===== src/hdl/gmg_pkg.sv =====
// ----------------------------------------------------------------------------
// gmg_pkg
// Shared types, constants and helpers for the GNSS measurement gate.
// ----------------------------------------------------------------------------
package gmg_pkg;

    localparam int unsigned TimeW = 32;
    localparam int unsigned PosW  = 24;
    localparam int unsigned VelW  = 16;
    localparam int unsigned CfgW  = 20;
    localparam int unsigned AddrW = 5;

    // Clamp limits, held one bit wider than the stored position field
    localparam logic signed [PosW:0] PosLim = 25'sd8388607;
    localparam logic signed [PosW:0] VelLim = 25'sd32767;

    typedef enum logic [1:0] {
        CMD_FIX   = 2'd0,
        CMD_VEL   = 2'd1,
        CMD_QUERY = 2'd2,
        CMD_CLEAR = 2'd3
    } t_cmd;

    // Register indexes (byte address = 4 * index)
    localparam logic [2:0] REG_REF_VALID   = 3'd0;
    localparam logic [2:0] REG_FIX_TIMEOUT = 3'd1;
    localparam logic [2:0] REG_VEL_TIMEOUT = 3'd2;
    localparam logic [2:0] REG_STABLE_DUR  = 3'd3;
    localparam logic [2:0] REG_MAX_JUMP    = 3'd4;

    typedef struct packed {
        logic            reference_valid;
        logic [CfgW-1:0] fix_timeout;
        logic [CfgW-1:0] velocity_timeout;
        logic [CfgW-1:0] stable_duration;
        logic [CfgW-1:0] max_jump;
    } t_cfg;

    function automatic logic signed [PosW-1:0] clamp_pos(input logic signed [PosW:0] v);
        logic signed [PosW:0] r;
        begin
            if (v > PosLim) begin
                r = PosLim;
            end else if (v < -PosLim) begin
                r = -PosLim;
            end else begin
                r = v;
            end
            return r[PosW-1:0];
        end
    endfunction

    function automatic logic signed [VelW-1:0] clamp_vel(input logic signed [PosW:0] v);
        logic signed [PosW:0] r;
        begin
            if (v > VelLim) begin
                r = VelLim;
            end else if (v < -VelLim) begin
                r = -VelLim;
            end else begin
                r = v;
            end
            return r[VelW-1:0];
        end
    endfunction

    // now - last with a borrow bit on top: bit TimeW set means now < last
    function automatic logic [TimeW:0] time_diff(input logic [TimeW-1:0] now,
                                                 input logic [TimeW-1:0] last);
        return {1'b0, now} - {1'b0, last};
    endfunction

endpackage


===== src/hdl/gmg_cfg_regs.sv =====
// ----------------------------------------------------------------------------
// gmg_cfg_regs
// APB register file holding the gate's reference flag, timeouts, stability window and jump limit.
// ----------------------------------------------------------------------------
module gmg_cfg_regs
    import gmg_pkg::*;
(
    input  logic             i_clk,
    input  logic             i_rst_n,
    input  logic             psel,
    input  logic             penable,
    input  logic             pwrite,
    input  logic [AddrW-1:0] paddr,
    input  logic [31:0]      pwdata,
    output logic [31:0]      prdata,
    output logic             pready,
    output t_cfg             o_cfg
);

    t_cfg       r_cfg;
    logic       wr_en;
    logic [2:0] reg_idx;

    assign pready  = 1'b1;
    assign wr_en   = psel && penable && pwrite;
    assign reg_idx = paddr[AddrW-1:2];
    assign o_cfg   = r_cfg;

    always_ff @(posedge i_clk) begin
        if (!i_rst_n) begin
            r_cfg.reference_valid  <= 1'b0;
            r_cfg.fix_timeout      <= CfgW'(500);
            r_cfg.velocity_timeout <= CfgW'(500);
            r_cfg.stable_duration  <= CfgW'(1000);
            r_cfg.max_jump         <= CfgW'(500);
        end else if (wr_en) begin
            unique case (reg_idx)
                REG_REF_VALID:   r_cfg.reference_valid  <= pwdata[0];
                REG_FIX_TIMEOUT: r_cfg.fix_timeout      <= pwdata[CfgW-1:0];
                REG_VEL_TIMEOUT: r_cfg.velocity_timeout <= pwdata[CfgW-1:0];
                REG_STABLE_DUR:  r_cfg.stable_duration  <= pwdata[CfgW-1:0];
                REG_MAX_JUMP:    r_cfg.max_jump         <= pwdata[CfgW-1:0];
                default: ;  // drop writes past the register list
            endcase
        end
    end

    always_comb begin
        unique case (reg_idx)
            REG_REF_VALID:   prdata = {31'b0, r_cfg.reference_valid};
            REG_FIX_TIMEOUT: prdata = {{(32-CfgW){1'b0}}, r_cfg.fix_timeout};
            REG_VEL_TIMEOUT: prdata = {{(32-CfgW){1'b0}}, r_cfg.velocity_timeout};
            REG_STABLE_DUR:  prdata = {{(32-CfgW){1'b0}}, r_cfg.stable_duration};
            REG_MAX_JUMP:    prdata = {{(32-CfgW){1'b0}}, r_cfg.max_jump};
            default:         prdata = 32'b0;
        endcase
    end

endmodule

===== config.mk =====
export PLATFORM = sky130hd
export DESIGN_NAME = gmg_cfg_regs
export DESIGN_NICKNAME = d
export VERILOG_FILES = /design/src/hdl/gmg_pkg.sv /design/src/hdl/gmg_cfg_regs.sv
export SDC_FILE = /design/constraint.sdc
export NUM_CORES = 1
export LEC_CHECK = 0
export BUFFER_PORTS_ARGS = -buffer_cell sky130_fd_sc_hd__buf_2
export CORE_MARGIN = 4
export CORE_UTILIZATION = 52
export CTS_BUF_LIST = sky130_fd_sc_hd__clkbuf_8
export CTS_CLUSTER_DIAMETER = 150
export DETAILED_ROUTE_END_ITERATION = 10
export PLACE_DENSITY_LB_ADDON = 0.12
export RECOVER_POWER = 50
export SYNTH_ARGS = -nofsm -noshare
export SYNTH_HDL_FRONTEND = slang
export SYNTH_SLANG_ARGS = --single-unit

===== constraint.sdc =====
create_clock -name i_clk -period 2.1 [get_ports i_clk]
set_clock_uncertainty 0.1 [all_clocks]
set_input_delay 0.105 -clock i_clk [delete_from_list [all_inputs] [get_ports i_clk]]
set_output_delay 0.105 -clock i_clk [all_outputs]
set_load 0.02 [all_outputs]

==> results of run 1 <==
[how the worst max path moves through the flow]
stage               startpoint         end  slack [ns]
global placement      paddr[4]   o_cfg[37]        0.34
detailed placement    paddr[4]   o_cfg[37]        0.33
floorplan             paddr[3]  prdata[15]        0.53
CTS                   paddr[3]   prdata[9]        0.33
finish                paddr[3]   prdata[9]        0.33
global route          paddr[3]   prdata[9]        0.28
[report_power, final]
group	switching (mW)	internal (mW)
combinational	0.213	0.126
sequential	0.00994	1.55
clock	0.545	0.659
total	0.767	2.33
[cells by family after synthesis]
family / share of synthesized area (%)
AND/OR/NAND/NOR: 15.0
flip-flops: 41.8
buffers and inverters: 8.43
AO/OA/AOI/OAI: 10.9
other: 0.194
multiplexers: 23.6
[metal layers]
metal,GRT usage [%],share of wire (%)
met4,7.58,1.4
met2,38.6,48
met1,30.7,44
met5,0,0
met3,5.69,6.5
[cells in the final DEF, fill, tap and decap left out, types with 2 or more instances in the layout]
| cell | Yosys | layout |
|---|---|---|
| nand2_1 | 92 | 92 |
| clkbuf_1 | 17 | 82 |
| dfxtp_1 | 81 | 81 |
| mux2i_1 | 70 | 70 |
| buf_2 | 9 | 46 |
| o21ai_0 | 32 | 32 |
| mux2_2 | 19 | 19 |
| a22oi_1 | 19 | 19 |
| dlygate4sd3_1 | 0 | 19 |
| nor2b_1 | 19 | 18 |
| buf_4 | 13 | 14 |
| conb_1 | 2 | 13 |
| o211ai_1 | 12 | 12 |
| inv_1 | 8 | 10 |
| clkbuf_8 | 0 | 9 |
| bufinv_16 | 0 | 2 |
| clkinvlp_4 | 0 | 2 |
| buf_12 | 0 | 2 |
[per-stage QoR]
stage                     cells  power [mW]
after detailed placement    623        1.91
final                       658        3.10
after global placement      623        1.90
after floorplan             427        1.81
after CTS                   658        3.13
after global routing        658        3.22
[cell type report]
cell class,count,area (um^2)
Fill cell,639,2420
Multi-Input combinational cell,291,1980
Sequential cell,81,1620
Timing Repair Buffer,163,873
Clock buffer,9,124
Tap cell,99,124
Clock inverter,7,87.6
Inverter,8,30.0
[critical path, cell delays in order]
cell     delay, ns
buf_2         0.30
buf_4         0.28
mux2_2        0.35
a22oi_1       0.17
o21ai_0       0.16
buf_2         0.20
[repair_timing]
item / CTS / global route
setup endpoints to repair: 0 / 0
hold buffers: 19 / 0
hold endpoints to repair: 72 / 0
==> out/qor.csv, run 1 <==
stage;metric;value;unit
routing;antenna_left;0;
placement;dpl_cell_area;4540;um^2
die;row_count;31;
synth;avgSynthCellArea;9.31;um^2
sta;fin_tns_setup;0;ns
clock_tree;clk-insertion-delay-late;0.34;ns
die;die_w;94.3;um
worst_setup_path;critPathMaxFanout;13;
sta;slew_headroom;12.2;%
sta;worst_slack;0.330;ns
sta;period_needed;1.77;ns
synth;ys_async_sr_fraction;0;%
sta;hold_violations;0;
clock_tree;path_clk_slew;0.08;ns
clock_tree;cts_tree;done;
clock_tree;cts_made_buffers;9;
cells_and_area;fin_util;66.7;%
cells_and_area;design_area;4840;um^2
worst_setup_path;r2r_cells;2;
synth;yosysUniqueCellTypes;29;
routing;drc;0;
die;die-area;8900;um^2
worst_setup_path;worstSetupPathType;in -> out;
cells_and_area;syn_to_final_growth;24.8;%
worst_setup_path;cp.required;1.89;ns
worst_setup_path;crit_arrival;1.57;ns
hold_path;min_to;o_cfg[40];
synth;yosysMostFrequentCell;nand2_1;
sta;setup-violations-final;0;
clock_tree;cts_max_path_buffers;2;
power;powerDensity;641;nW/um^2
synth;synthCells;416;
worst_setup_path;rrSetupSlack;1.27;ns
global_route;grt_pass1_vias;3176;
routing;viasPerCell;5.24;
placement;gp_congestion;0.755;
hold_path;whs_path_depth;3;
routing;drt-initial-drc-count;116;
hold_path;hp-class;in -> reg;
synth;syn-cell-area;3870;um^2
die;start_util;53.4;%
routing;wl_per_cell;16.0;um
routing;wirelength;10500;um
cells_and_area;nets;596;
synth;ys_seq_area_share;41.8;%
synth;synth_warnings;0;
die;ios;156;
hold_path;hp-start;pwdata[0];
sta;worst_pin_slew;1.32;ns
power;vdd.ir_drop.worst;0.364;mV
synth;ys_top_cells_by_count;nand2_1, dfxtp_1, mux2i_1;
worst_setup_path;worst_setup_path_start_kind;input port;
clock_tree;htree_levels;3;
synth;synth_top_flop_cell;dfxtp_1;
sta;slew_viol_final;0;
synth;synth-seq-cells;81;
cells_and_area;largest_reg_flops;81;
global_route;grt_overflow;0;
routing;via_count;3447;
synth;netlist_top_cells_area;dfxtp_1, mux2i_1, nand2_1, mux2_2, o21ai_0;
clock_tree;cts-root-buf;clkbuf_8;
power;power.leakage;2.17;nW
placement;port-buffer-count;128;
clock_tree;cts.sink_count;81;
cells_and_area;drive_gt1_share;18.2;%
clock_tree;cts-resized-gates;0;
placement;pre_cts_ws;0.327;ns
routing;drt_first_pass_iters;4;
sta;clock.fmax;565;MHz
die;coreArea;7250;um^2
sta;rsz0062_at_grt;no;
clock_tree;post-cts-setup-buffers;0;
sta;timing.hold.ws;0.0395;ns
run_status;outcome;completed;
worst_setup_path;r2r-start;o_cfg[80];
synth;yosys.area.top_type;dfxtp_1;
global_route;grt_antenna_before_repair;0;
global_route;grt_max_degree;43;
worst_setup_path;cp-end-kind;output port;
worst_setup_path;r2r-end;o_cfg[80];
sta;fin_crit_sh;84.3;%
cells_and_area;antenna_cells;0;
synth;synth_edf_count;0;
global_route;grt_pass1_wl;16300;um
synth;synth.top_cell.area_share;41.8;%
flow_run;maxCapViolCount;0;
global_route;track_usage;23.6;%
die;die_h;94.3;um
placement;hpwl;7200;um
No activity file was read; power rests on OpenSTA's default activity.
==> run 2: changes to the inputs <==
CORE_UTILIZATION = 45   (was 52)
clock period = 1.45 ns   (was 2.1 ns; I/O delays follow)
==> run 2 against run 1 <==
Against the previous run: the flow now finishes with violations (negative setup slack); combinational power rose by 66%; sequential power is 45% higher; critical path type is now reg -> out; critical path depth fell by 2; sequential share of layout area decreased by 2.9 points; highest routed layer unchanged; utilization decreased by 0.78 points; sequential cell count unchanged; die area increased by 14%.
==> out/qor.csv, run 2 (synthesis results as in run 1) <==
stage;metric;value;unit
die;row_count;33;
flow_run;maxCapViolCount;0;
worst_setup_path;critPathMaxFanout;2;
sta;slew_headroom;43.6;%
clock_tree;cts_max_path_buffers;2;
placement;hpwl;7880;um
die;die_w;101;um
worst_setup_path;worst_setup_path_start_kind;flip-flop;
worst_setup_path;cp-end-kind;output port;
cells_and_area;stdcell_count;710;
worst_setup_path;worstSetupPathType;reg -> out;
hold_path;hp-class;in -> reg;
sta;worst_pin_slew;0.846;ns
clock_tree;path_clk_slew;0.08;ns
sta;worst_slack;-0.0444;ns
power;power.total;4.64;mW
global_route;grt_pass1_wl;19000;um
routing;antenna_left;0;
cells_and_area;syn_to_final_growth;41.2;%
sta;rsz0062_at_grt;yes;
power;powerDensity;848;nW/um^2
sta;slew_viol_final;0;
placement;port-buffer-count;128;
routing;viasPerCell;5.11;
placement;gp_congestion;0.802;
sta;fin_crit_sh;103;%
routing;drt-initial-drc-count;101;
routing;drc;0;
run_status;outcome;finished, violations left;
sta;clock.fmax;669;MHz
global_route;grt_pass1_vias;3694;
die;start_util;46.7;%
die;die-area;10200;um^2
routing;wl_per_cell;16.7;um
die;coreArea;8300;um^2
cells_and_area;antenna_cells;0;
global_route;grt_antenna_before_repair;0;
die;die_h;101;um
routing;drt_first_pass_iters;4;
clock_tree;cts.sink_count;81;
clock_tree;cts-root-buf;clkbuf_8;
sta;fin_tns_setup;-0.269;ns
placement;post-place-cells;643;
cells_and_area;layout.cells.most_common;buf_2;
global_route;grt_overflow;0;
sta;setup-violations-final;15;
cells_and_area;drive_gt1_share;44.6;%
power;vdd.ir_drop.worst;0.479;mV
run_status;violations;negative setup slack;
cells_and_area;design_area;5470;um^2
global_route;track_usage;23.7;%
cells_and_area;nets;642;
cells_and_area;largest_reg_flops;81;
clock_tree;clk-insertion-delay-late;0.35;ns
routing;via_count;3628;
clock_tree;htree_levels;3;
global_route;grt_max_degree;59;
cells_and_area;fin_util;65.9;%
clock_tree;cts_made_buffers;9;
cells_and_area;final_cell_mix;buf_2, nand2_1, mux2i_1;
sta;period_needed;1.49;ns
sta;hold_violations;0;
worst_setup_path;crit_arrival;1.32;ns
placement;dpl_cell_area;4690;um^2
clock_tree;cts_tree;done;
power;power.leakage;2.67;nW
worst_setup_path;cp.required;1.28;ns
routing;wirelength;11800;um
die;ios;156;
==> run 2: changes by cell type in the layout (fill, tap and decap cells not counted), sizes merged <==
cell / delta
dlygate4sd3: +2
clkinvlp: -1
clkbuf: -61
buf: +106
==> run 2: final cells by class <==
cell class | count | area, um^2
Fill cell | 717 | 2830
Tap cell | 105 | 131
Inverter | 8 | 30.0
Clock inverter | 6 | 83.8
Sequential cell | 81 | 1670
Multi-Input combinational cell | 291 | 2070
Clock buffer | 10 | 138
Timing Repair Buffer | 209 | 1340
==> run 2: metrics by stage <==
| stage | hold slack [ns] | worst slack, ns |
|---|---|---|
| 6_report | 0.0710 | -0.0444 |
| 5_1_grt | 0.0710 | -0.0979 |
| 4_1_cts | 0.0525 | -0.0577 |
| 3_5_place_dp | 0.261 | 0.0350 |
| 3_3_place_gp | 0.251 | 0.0576 |
| 2_1_floorplan | 0.115 | 0.0916 |
==> run 2: critical path, stage by stage, from the launching register on <==
cell and delay [ns]:
dfxtp_2 0.33, mux2_4 0.27, a22oi_2 0.15, o21ai_2 0.08, buf_4 0.16
==> run 2: repair_timing <==
action                                  in CTS  in global routing
hold buffers                                21                  0
resized for setup                           79                 19
pin swaps                                   13                 14
endpoints found under the setup margin      19                 20
setup buffers                               28                  2
endpoints found under the hold margin       81                  0
==> run 2: final timing paths <==
check | start | slack, ns | to | depth (start not counted)
hold reg to reg | o_cfg[34] | 0.37 | o_cfg[34] | 2
setup / recovery | o_cfg[75] | -0.04 | prdata[15] | 4
setup reg to reg | o_cfg[25] | 0.59 | o_cfg[25] | 3
hold / removal | i_rst_n | 0.07 | o_cfg[40] | 3
==> run 2: metal layers <==
| layer | global-route usage, % | wire length (um) | up-vias |
|---|---|---|---|
| li1 | - | - | 1771 |
| met3 | 5.12 | 755 | 25 |
| met4 | 9.02 | 296 | 0 |
| met1 | 30.2 | 5090 | 1709 |
| met5 | 0 | 0 | - |
| met2 | 39.1 | 5680 | 123 |
==> run 2: power breakdown <==
part	internal (mW)	leakage, nW	switching (mW)	total [mW]
combinational	0.233	1.89	0.331	0.563
sequential	2.24	0.663	0.0138	2.26
clock	1.01	0.115	0.812	1.82
